[src/nsm_pkg.sv]
package nsm_pkg;

    // Default sizes handed to the top level parameters.
    localparam int TERM_MAX_DEF = 32;
    localparam int TEXT_MAX_DEF = 4096;

    // Fixed field widths of the request and result items.
    localparam int ACTION_W = 2;
    localparam int SYMBOL_W = 8;
    localparam int INDEX_W  = 5;
    localparam int LEN_W    = 6;
    localparam int START_W  = 12;

    // The free-running byte count saturates at this value.
    localparam logic [LEN_W-1:0] RUN_MAX = '1;

    // Configuration port geometry and register map.
    localparam int CFG_ADDR_W = 2;
    localparam int CFG_DATA_W = 32;
    localparam logic [CFG_ADDR_W-1:0] REG_PAT_LEN = 2'd0;

    // Request kinds carried in the action field.
    typedef enum logic [ACTION_W-1:0] {
        ACT_LOAD_TERM = 2'd0,
        ACT_TEXT      = 2'd1,
        ACT_START     = 2'd2
    } action_t;

    typedef struct packed {
        logic [ACTION_W-1:0] action;
        logic [SYMBOL_W-1:0] symbol;
        logic [INDEX_W-1:0]  term_index;
    } in_item_t;

    typedef struct packed {
        logic [START_W-1:0] match_start;
    } out_item_t;

endpackage

[src/nsm_ifs.sv]
interface nsm_in_if
    import nsm_pkg::*;
();
    logic     valid;
    logic     ready;
    in_item_t item;

    modport source (output valid, output item, input ready);
    modport sink (input valid, input item, output ready);
endinterface

interface nsm_out_if
    import nsm_pkg::*;
();
    logic      valid;
    logic      ready;
    out_item_t item;

    modport source (output valid, output item, input ready);
    modport sink (input valid, input item, output ready);
endinterface

[src/nonoverlapping_substring_matcher_unit.sv]
// Non-overlapping substring matcher.
//
// Requests arrive on text_in (valid/ready). A request either loads one term
// byte at term_index, feeds one text byte, or starts a new text. The term
// length is set through the APB register at address 0 (zero disables
// matching). For each text byte that completes an occurrence of the term, one
// result leaves on match_out carrying the text position of the occurrence's
// first byte; a new occurrence never starts inside a reported one.
// A result passes the input register, then the result register, after its
// request is accepted. One request per cycle is taken while match_out does
// not stall; the window compare against all term bytes is combinational.
// When match_out stalls, the result register holds and the input register
// fills; text_in drops ready only while both registers are full and the
// result is not taken.
// Reset clears the text window, byte count, position, term length and both
// valid flags. The term bytes are not cleared and must be loaded before use.
// Configuration writes are meant for idle periods only.
module nonoverlapping_substring_matcher_unit
    import nsm_pkg::*;
#(
    parameter int TERM_MAX = TERM_MAX_DEF,
    parameter int TEXT_MAX = TEXT_MAX_DEF
) (
    input  logic                  clk,
    input  logic                  rst_n,
    nsm_in_if.sink                text_in,
    nsm_out_if.source             match_out,
    input  logic                  psel,
    input  logic                  penable,
    input  logic                  pwrite,
    input  logic [CFG_ADDR_W-1:0] paddr,
    input  logic [CFG_DATA_W-1:0] pwdata,
    output logic [CFG_DATA_W-1:0] prdata,
    output logic                  pready
);

    localparam int WIN_IDX_W = (TERM_MAX > 1) ? $clog2(TERM_MAX) : 1;
    localparam int POS_W     = (TEXT_MAX > 1) ? $clog2(TEXT_MAX) : 1;
    localparam int MOD_DEPTH = 2 ** LEN_W;

    // Configuration register.
    logic [LEN_W-1:0] pat_len_reg;

    // Input register.
    logic     in_valid_reg;
    in_item_t in_reg;

    // Block state.
    logic [SYMBOL_W-1:0] term_store [TERM_MAX];
    logic [SYMBOL_W-1:0] window_reg [TERM_MAX];
    logic [SYMBOL_W-1:0] window_next [TERM_MAX];
    logic [LEN_W-1:0]    run_reg;
    logic [LEN_W-1:0]    run_next;
    logic [POS_W-1:0]    pos_reg;
    logic [POS_W-1:0]    pos_next;

    // Result register.
    logic      out_valid_reg;
    logic      out_valid_next;
    out_item_t out_reg;

    // Datapath signals.
    logic                 advance;
    logic                 in_ready;
    logic                 is_text;
    logic                 len_ok;
    logic                 window_eq;
    logic                 hit;
    logic [LEN_W-1:0]     len_m1;
    logic [LEN_W-1:0]     run_inc;
    logic [POS_W-1:0]     len_mod [MOD_DEPTH];
    logic [POS_W-1:0]     back_off;
    logic [POS_W:0]       start_wide;
    logic [POS_W-1:0]     start_pos;
    logic [TERM_MAX-1:0]  byte_eq;

    // APB register access; only the pattern length is writable.
    assign pready = 1'b1;
    assign prdata = (paddr == REG_PAT_LEN)
                    ? CFG_DATA_W'(pat_len_reg) : '0;

    always_ff @(posedge clk or negedge rst_n)
    begin
        if (!rst_n)
        begin
            pat_len_reg <= '0;
        end
        else if (psel && penable && pwrite && pready && (paddr == REG_PAT_LEN))
        begin
            pat_len_reg <= pwdata[LEN_W-1:0];
        end
    end

    // Handshake: the pipeline moves when the result register has room.
    assign advance         = in_valid_reg && (!out_valid_reg || match_out.ready);
    assign in_ready        = !in_valid_reg || advance;
    assign text_in.ready   = in_ready;
    assign match_out.valid = out_valid_reg;
    assign match_out.item  = out_reg;

    always_ff @(posedge clk or negedge rst_n)
    begin
        if (!rst_n)
        begin
            in_valid_reg <= 1'b0;
        end
        else if (in_ready)
        begin
            in_valid_reg <= text_in.valid;
        end
    end

    always_ff @(posedge clk)
    begin
        if (in_ready && text_in.valid)
        begin
            in_reg <= text_in.item;
        end
    end

    // Window after shifting in the current text byte.
    assign is_text = (in_reg.action == ACT_TEXT);

    always_comb
    begin
        window_next[0] = in_reg.symbol;
        for (int k = 1; k < TERM_MAX; k++)
        begin
            window_next[k] = window_reg[k-1];
        end
    end

    // Term byte j lines up with the text byte received len-1-j text bytes ago.
    assign len_m1 = pat_len_reg - LEN_W'(1);

    always_comb
    begin
        logic [LEN_W-1:0] offs;
        for (int j = 0; j < TERM_MAX; j++)
        begin
            offs = len_m1 - LEN_W'(j);
            if (j < int'(pat_len_reg))
            begin
                byte_eq[j] = (window_next[offs[WIN_IDX_W-1:0]] == term_store[j]);
            end
            else
            begin
                byte_eq[j] = 1'b1;
            end
        end
    end

    assign window_eq = &byte_eq;
    assign len_ok    = (pat_len_reg != '0) && (int'(pat_len_reg) <= TERM_MAX);
    assign run_inc   = (run_reg == RUN_MAX) ? RUN_MAX : run_reg + LEN_W'(1);
    assign hit       = is_text && len_ok && (run_inc >= pat_len_reg) && window_eq;

    // Start position: current position minus (length - 1), modulo TEXT_MAX.
    for (genvar g = 0; g < MOD_DEPTH; g++)
    begin : g_len_mod
        assign len_mod[g] = POS_W'(g % TEXT_MAX);
    end

    assign back_off   = len_mod[len_m1];
    assign start_wide = (pos_reg >= back_off)
                        ? {1'b0, pos_reg} - {1'b0, back_off}
                        : {1'b0, pos_reg} + (POS_W+1)'(TEXT_MAX) - {1'b0, back_off};
    assign start_pos  = start_wide[POS_W-1:0];

    // Next values of the text state.
    always_comb
    begin
        run_next = run_reg;
        pos_next = pos_reg;
        unique case (in_reg.action)
            ACT_TEXT:
            begin
                run_next = hit ? '0 : run_inc;
                pos_next = (pos_reg == POS_W'(TEXT_MAX - 1)) ? '0 : pos_reg + POS_W'(1);
            end
            ACT_START:
            begin
                run_next = '0;
                pos_next = '0;
            end
            default:
            begin
                run_next = run_reg;
                pos_next = pos_reg;
            end
        endcase
    end

    always_ff @(posedge clk or negedge rst_n)
    begin
        if (!rst_n)
        begin
            run_reg <= '0;
            pos_reg <= '0;
            for (int k = 0; k < TERM_MAX; k++)
            begin
                window_reg[k] <= '0;
            end
        end
        else if (advance)
        begin
            run_reg <= run_next;
            pos_reg <= pos_next;
            if (in_reg.action == ACT_TEXT)
            begin
                window_reg <= window_next;
            end
            else if (in_reg.action == ACT_START)
            begin
                for (int k = 0; k < TERM_MAX; k++)
                begin
                    window_reg[k] <= '0;
                end
            end
        end
    end

    // Term byte loads; indexes past the store are dropped.
    always_ff @(posedge clk)
    begin
        if (advance && (in_reg.action == ACT_LOAD_TERM)
            && (int'(in_reg.term_index) < TERM_MAX))
        begin
            term_store[WIN_IDX_W'(in_reg.term_index)] <= in_reg.symbol;
        end
    end

    // Result register.
    assign out_valid_next = advance ? hit : (match_out.ready ? 1'b0 : out_valid_reg);

    always_ff @(posedge clk or negedge rst_n)
    begin
        if (!rst_n)
        begin
            out_valid_reg <= 1'b0;
        end
        else
        begin
            out_valid_reg <= out_valid_next;
        end
    end

    always_ff @(posedge clk)
    begin
        if (advance && hit)
        begin
            out_reg.match_start <= START_W'(start_pos);
        end
    end

    // A reported match restarts the byte count, so no overlap can follow.
    a_run_cleared: assert property (@(posedge clk) disable iff (!rst_n)
        (advance && hit) |=> (run_reg == '0))
        else $error("byte count not cleared after a match");

    // Input stalls only when both registers are full and the result is not taken.
    a_stall_full: assert property (@(posedge clk) disable iff (!rst_n)
        !in_ready |-> (in_valid_reg && out_valid_reg && !match_out.ready))
        else $error("input stalled with room in the pipeline");

    // Position stays inside the text range.
    a_pos_range: assert property (@(posedge clk) disable iff (!rst_n)
        int'(pos_reg) < TEXT_MAX)
        else $error("text position out of range");

    // A new result comes only from a text byte.
    a_result_src: assert property (@(posedge clk) disable iff (!rst_n)
        $rose(out_valid_reg) |-> $past(advance && (in_reg.action == ACT_TEXT)))
        else $error("result produced by a non-text request");

endmodule
[src/flat_wrapper.sv]
// flat-port wrapper written by rule: the top's interface ports become plain ports
module nonoverlapping_substring_matcher_unit_flat import nsm_pkg::*;
#(
    parameter int TERM_MAX = TERM_MAX_DEF,
    parameter int TEXT_MAX = TEXT_MAX_DEF
)
  (clk, rst_n, psel, penable, pwrite, paddr, pwdata, prdata, pready, text_in_valid, text_in_item, text_in_ready, match_out_valid, match_out_item, match_out_ready);
  nsm_in_if text_in_i ();
  nsm_out_if match_out_i ();
  input  logic clk;
  input  logic rst_n;
  input  logic psel;
  input  logic penable;
  input  logic pwrite;
  input  logic [CFG_ADDR_W-1:0] paddr;
  input  logic [CFG_DATA_W-1:0] pwdata;
  output logic [CFG_DATA_W-1:0] prdata;
  output logic pready;
  input wire logic [$bits(text_in_i.valid)-1:0] text_in_valid;
  input wire logic [$bits(text_in_i.item)-1:0] text_in_item;
  output wire logic [$bits(text_in_i.ready)-1:0] text_in_ready;
  output wire logic [$bits(match_out_i.valid)-1:0] match_out_valid;
  output wire logic [$bits(match_out_i.item)-1:0] match_out_item;
  input wire logic [$bits(match_out_i.ready)-1:0] match_out_ready;
  assign text_in_i.valid = text_in_valid;
  assign text_in_i.item = text_in_item;
  assign text_in_ready = text_in_i.ready;
  assign match_out_valid = match_out_i.valid;
  assign match_out_item = match_out_i.item;
  assign match_out_i.ready = match_out_ready;
  nonoverlapping_substring_matcher_unit #(.TERM_MAX(TERM_MAX), .TEXT_MAX(TEXT_MAX)) u_core (.clk(clk), .rst_n(rst_n), .text_in(text_in_i), .match_out(match_out_i), .psel(psel), .penable(penable), .pwrite(pwrite), .paddr(paddr), .pwdata(pwdata), .prdata(prdata), .pready(pready));
endmodule
[config.mk]
export PLATFORM = sky130hd
export DESIGN_NAME = nonoverlapping_substring_matcher_unit_flat
export DESIGN_NICKNAME = d
export VERILOG_FILES = /design/src/nsm_pkg.sv /design/src/nsm_ifs.sv /design/src/nonoverlapping_substring_matcher_unit.sv /design/src/flat_wrapper.sv
export SDC_FILE = /design/constraint.sdc
export NUM_CORES = 1
export LEC_CHECK = 0
export ABC_AREA = 1
export CAP_MARGIN = 30
export CORE_MARGIN = 4
export CORE_UTILIZATION = 25
export CTS_CLUSTER_SIZE = 16
export DETAILED_ROUTE_END_ITERATION = 8
export DONT_BUFFER_PORTS = 1
export PLACE_DENSITY = 0.43
export SETUP_SLACK_MARGIN = 0.4
export SLEW_MARGIN = 20
export SYNTH_ARGS = -nofsm -noshare
export SYNTH_HDL_FRONTEND = slang
export SYNTH_SLANG_ARGS = --single-unit
export TNS_END_PERCENT = 1
[constraint.sdc]
create_clock -name clk -period 11.17 [get_ports clk]
set_clock_uncertainty 0.1 [all_clocks]
set_input_delay 2.234 -clock clk [delete_from_list [all_inputs] [get_ports clk]]
set_output_delay 2.234 -clock clk [all_outputs]
set_load 0.01 [all_outputs]
* Word-level counts from Yosys, hierarchy flattened
Memories as Yosys holds them, arrays and structs flattened.
Cells that the tools add are included.
** Word-level totals
- Memory bits (read-only) :: 768
- Register bits after elaboration :: 301
- Bits of input ports :: 56
- RAM bits :: 256
- Memories :: 2
- Word-level logic and storage cells :: 381
- Output and inout port bits :: 47
** Memory list
- (no name shown) :: words 64, width 12, rd ports 1, clocked after memory_dff 0, write ports 0, line nonoverlapping_substring_matcher_unit.sv:164 : assign back_off = len_mod[len_m1];
- u_core.term_store :: words 32, width 8, rd ports 32, clocked after memory_dff 0, write ports 1, line nonoverlapping_substring_matcher_unit.sv:49 : logic [SYMBOL_W-1:0] term_store [TERM_MAX];
** Cells by class
- Muxes and demuxes :: 143
- $add $sub $neg :: 37
- Equal/unequal tests :: 36
- Bitwise logic cells :: 33
- Reduce and logical (&&, ||, !) cells :: 22
- Order comparisons :: 68
** Operator list (count)
- 8-bit binary-select mux with 5-bit select :: 32
- 256-bit two-way mux :: 2
- 8-bit two-way mux :: 64
- 8-bit equality test :: 32
- 6-bit >= comparator, second input constant :: 32
- 5-bit inverter with 6-bit output :: 32
- 5-bit by 6-bit < comparator with 1-bit output, first input constant :: 16
- 5-bit subtractor, second input constant :: 16
- 4-bit by 6-bit < comparator with 1-bit output, first input constant :: 8
- 12-bit two-way mux :: 4
- 5-bit by 4-bit subtractor with 5-bit output, second input constant :: 8
- 1-bit two-way mux :: 36
- 32-bit AND reduction :: 1
- 12-bit by 1-bit adder with 12-bit output, second input constant :: 2
- 3-bit by 6-bit < comparator with 1-bit output, first input constant :: 4
- 12-bit case mux with 2 select lines :: 1
- 12-bit subtractor :: 2
- 5-bit by 3-bit subtractor with 5-bit output, second input constant :: 4
- 6-bit two-way mux :: 3
- 12-bit equality test, second input constant :: 1
- 12-bit >= comparator :: 1
- 1-bit by 6-bit < comparator with 1-bit output, first input constant :: 2
- 2-bit by 6-bit < comparator with 1-bit output, first input constant :: 2
- 6-bit case mux with 2 select lines :: 1
- other kinds (18) :: 33

* Depth between registers and ports, before layout
- Word-level depth :: 12
- Mapped depth :: 36

* Least setup slack after synthesis
OpenSTA, ideal clock, no wires.
- Path kind :: input to output
- Start :: input paddr[1]
- End :: output prdata[0]
- Cell stages on the path :: 3
- Arrival :: 2.613 ns
- Buffers on the path :: 0
- Setup slack :: 6.223 ns
- Path through :: nor2_1 inv_1 nor2_1
** Between the ends
- Word-level cells in the longest chain between the ends :: 2
** Ends and longest elaborated chain
- start, declared :: line flat_wrapper.sv:15 : input logic [CFG_ADDR_W-1:0] paddr;
- 2-bit logical NOT :: line nonoverlapping_substring_matcher_unit.sv:79 : assign prdata = (paddr == REG_PAT_LEN)
- 6-bit two-way mux :: line nonoverlapping_substring_matcher_unit.sv:80 : ? CFG_DATA_W'(pat_len_reg) : '0;
- end, declared :: line flat_wrapper.sv:17 : output logic [CFG_DATA_W-1:0] prdata;
No other way between the ends.

* Worst setup path after layout
- Start :: register u_core.pat_len_reg[1]
- End :: register u_core.out_reg, in the netlist u_core.match_out.item[9], enable pin
** Between the ends
- Word-level cells in the longest chain between the ends :: 11
** Ends and longest elaborated chain
- start, declared :: line nonoverlapping_substring_matcher_unit.sv:42 : logic [LEN_W-1:0] pat_len_reg;
- start signal, assigned :: line nonoverlapping_substring_matcher_unit.sv:90 : pat_len_reg <= pwdata[LEN_W-1:0];
- 6-bit by 1-bit subtractor with 6-bit output :: line nonoverlapping_substring_matcher_unit.sv:134 : assign len_m1 = pat_len_reg - LEN_W'(1);
- 5-bit by 1-bit subtractor with 5-bit output, or another cell as far along :: line nonoverlapping_substring_matcher_unit.sv:141 : offs = len_m1 - LEN_W'(j);
- 5-bit inverter with 6-bit output (implied by the code) :: line nonoverlapping_substring_matcher_unit.sv:144 : byte_eq[j] = (window_next[offs[WIN_IDX_W-1:0]] == term_store[j]);
- 8-bit binary-select mux with 5-bit select :: line nonoverlapping_substring_matcher_unit.sv:144
- 8-bit two-way mux (implied by the code) (2 in a row) :: line nonoverlapping_substring_matcher_unit.sv:144
- 8-bit equality test :: line nonoverlapping_substring_matcher_unit.sv:144
- 1-bit two-way mux :: line nonoverlapping_substring_matcher_unit.sv:142 : if (j < int'(pat_len_reg))
- 32-bit AND reduction :: line nonoverlapping_substring_matcher_unit.sv:153 : assign window_eq = &byte_eq;
- 1-bit logical AND (*) :: line nonoverlapping_substring_matcher_unit.sv:156 : assign hit = is_text && len_ok && (run_inc >= pat_len_reg) && window_eq;
- 1-bit logical AND (*) :: line nonoverlapping_substring_matcher_unit.sv:250 : if (advance && hit)
- end, declared :: line nonoverlapping_substring_matcher_unit.sv:60 : out_item_t out_reg;
Every way passes the cells marked *; elsewhere a longest branch is shown, timed or not. The select of a mux whose other input is x is not followed.
A chain may end at the register's enable or synchronous reset.

==> reports/qor.txt <==
Count of cell types in the netlist - 45
Global route overflow - 0
Commonest non-fill, non-tap cells in the layout - 3358 x nand2_1, 1413 x nand3_1, 415 x inv_1
Clock sink total - 557
Max-Cap Viols - 0
Initial core utilization - 0.252
Final hold vios - 0
Largest net degree at the start of global routing - 275
First-pass iteration count of the detailed router - 7
Setup-failing EPs final - 0
Routed Antenna Nets - 0
Post-DP HPWL - 151000 um
Hold path start - u_core.window_next[245]$_DFFE_PN0P_
Worst min path class - reg -> reg
Std-Cell Rows - 153
Share of cells above drive strength 1 - 0.0406
Filler instances - 19460
Reg area - 15400 um^2
DRT iter0 DRCs - 5117
Total Neg Setup Slack - 0 ps
# DRC - 0
Leakage power - 22.7 nW
Max IR drop VDD - 0.000116 V
Synth Register Bits - 557
Reg2reg end - u_core.match_out.item[9]$_DFFE_PP_
Sequential cell area fraction in the yosys report - 0.349
Crit. Startpoint - u_core.pat_len_reg[1]$_DFFE_PN0P_
Endpoint, Worst Hold - u_core.window_next[237]$_DFFE_PN0P_
Post-CTS Hold Buffers - 0
WHS Path Cells - 2
Crit end category - register
Hold_ws - 420 ps
Pins Over Slew Limit - 0
Clock Latency Late Sink - 710 ps
Post-Syn Instances - 7068
RSZ-0062 raised after global routing - no
CTS tree - built
Core Region - 174000 um^2
Area grow syn2layout - 9.48%
Final core occ - 0.276
Root Buffer - clkbuf_16
# port buffers - 0
Clock slew at reported path FFs - 60 ps
TritonCTS Buffers - 76
Required time of the critical path - 11440 ps
Synth Cell Area - 44000 um^2
Largest register FFs - 256
Cts repair resizes - 0
Clock power share - 0.242
Chip Height - 427 um
Drt via density - 5.04
GRT Overall Usage - 0.220
Run status - finished clean
Initial antenna violation count - 5
Switching Fraction - 0.521
Reg2reg setup slack - 4170 ps
Die width - 427 um
Pwr Density - 223 nW/um^2
Die Area - 183000 um^2
Worst Path Arrival - 7270 ps
Slew margin rel. - 0.115
R2r startpoint - u_core.pat_len_reg[1]$_DFFE_PN0P_
GPL Wtd Cong - 0.931
DR WL/cell - 22.2 um
Most common cell after layout, fill and taps aside - nand2_1
Internal power - 5.13 mW
First-pass GRT wire length - 295000 um
Period utilization - 0.627
Mean Syn Cell Area - 6.22 um^2
Startpoint types - register
Crit path max fanout - 48
Worst slew pin tran - 1330 ps
Ys flop type - edfxtp_1
Comb pwr share - 0.549
Postcts setup bufs - 0
H-tree levels - 3
FMAX - 143 MHz
Fin nets - 6928
DR vias - 46562
Total Wirelength - 205000 um
Reg2reg path depth - 25
Vias in the first global route - 41519
Yosys synthesis warning count - 0
Net Switching - 5.58 mW
Fraction of registers with async set/reset - 0.492
Area of the multi-input gates - 25100 um^2
Io pins - 103
Sequential share of power - 0.209
EDFF count, synth - 283
Clock Tree Buf Depth - 3
Fin crit period - 7000 ps
Setup Crit Path Kind - reg -> reg
==> power groups by stage <==
| stage | Clock [mW] | Combinational (mW) | Sequential [mW] |
|---|---|---|---|
| finish | 2.59 | 5.88 | 2.24 |
| global route | 2.73 | 6.48 | 2.24 |
| CTS | 2.65 | 5.85 | 2.24 |
| detailed placement | 0 | 5.83 | 2.28 |
| global placement | 0 | 5.81 | 2.28 |
| floorplan | 0 | 3.98 | 2.27 |
==> through the flow <==
step           cells  cell area [um^2]  power (mW)  worst slack, ps
6_report        9239             48100        10.7             4170
5_1_grt         9238             48100        11.4             3910
4_1_cts         9236             48100        10.7             4340
3_5_place_dp    9095             45600        8.11             4360
3_3_place_gp    9083             45500        8.09             4390
2_1_floorplan   7093             44100        6.25             6220
==> cell type report <==
type                       instances  area share
antenna                            1   0.0000520
clock buffer                     104      0.0436
clock inverter                    37     0.00874
inverter                         428      0.0338
multi-input combinational       5709       0.521
sequential                       557       0.319
tap                             2325      0.0604
timing repair buffer              78      0.0127
==> metal layers <==
layer / vias up / share of wire / wire [um] / global-route usage
li1: 22472 / - / - / -
met1: 22209 / 0.45 / 93100 / 0.310
met2: 1655 / 0.43 / 89300 / 0.339
met3: 226 / 0.072 / 14700 / 0.0335
met4: 0 / 0.040 / 8260 / 0.0801
met5: - / 0 / 0 / 0
==> cell usage after synthesis (2+ instances only) <==
cell type,instances,share of area
nand2_2,35,0.0050
o211ai_1,20,0.0034
ha_1,21,0.0060
a21o_1,4,0.00068
inv_2,7,0.00060
and3_1,2,0.00028
a21oi_1,30,0.0034
dfrtp_1,274,0.16
nor2_4,2,0.00051
nor2_1,171,0.015
nor4_1,3,0.00043
nand3_1,1413,0.16
o31ai_1,3,0.00051
inv_1,415,0.035
xor2_1,19,0.0038
nand2_1,3364,0.29
buf_1,36,0.0031
nor3_1,8,0.00091
nand3_2,3,0.00068
buf_4,70,0.012
o21ai_0,393,0.045
a21boi_0,2,0.00034
clkinv_1,5,0.00043
nand3b_1,120,0.020
nor2_2,7,0.0010
xor2_4,2,0.0013
and2_1,9,0.0013
xnor2_1,12,0.0024
edfxtp_1,283,0.19
o21ai_1,9,0.0010
conb_1,2,0.00017
or2_2,3,0.00043
clkbuf_1,105,0.0090
buf_2,174,0.020
buf_6,14,0.0036
nand4_1,12,0.0017
nand2_4,8,0.0020
==> worst max-delay path by stage <==
stage                                     endpoint  slack (ps)  cells past startpoint
6_report        u_core.match_out.item[9]$_DFFE_PP_        4170                     25
3_5_place_dp   u_core.match_out.item[10]$_DFFE_PP_        4360                     25
4_1_cts         u_core.match_out.item[9]$_DFFE_PP_        4340                     26
2_1_floorplan                            prdata[0]        6220                      3
3_3_place_gp   u_core.match_out.item[10]$_DFFE_PP_        4390                     25
5_1_grt         u_core.match_out.item[9]$_DFFE_PP_        3910                     26
==> kinds of logic after synthesis <==
group	Yosys count	share of synthesized area
AOI/OAI and AO/OA	465	0.0549
xor gates and xnor gates	33	0.00743
adders and majority gates	22	0.00643
buffers and inverters	827	0.0840
DFF	557	0.349
other	2	0.000171
and+or+nand+nor	5162	0.498
==> worst max-delay path, stage by stage (launching register included) <==
cell and delay, ps:
dfrtp_1 460, clkinv_1 470, ha_4 1030, inv_4 360, ha_1 310, inv_1 260, nand2_1 90, buf_4 310
inv_2 670, nand3_1 340, nand3_1 220, nand2_1 80, nand2_1 80, nand3_1 80, nand2_1 70, nand2_1 40
nor2_1 210, nand2_1 390, nand2_1 210, nand2_1 70, nor2_1 100, nand2_1 70, nor2_1 100, nand3_1 90
nor2_1 90, buf_4 260
(Power assumes the default switching activity.)
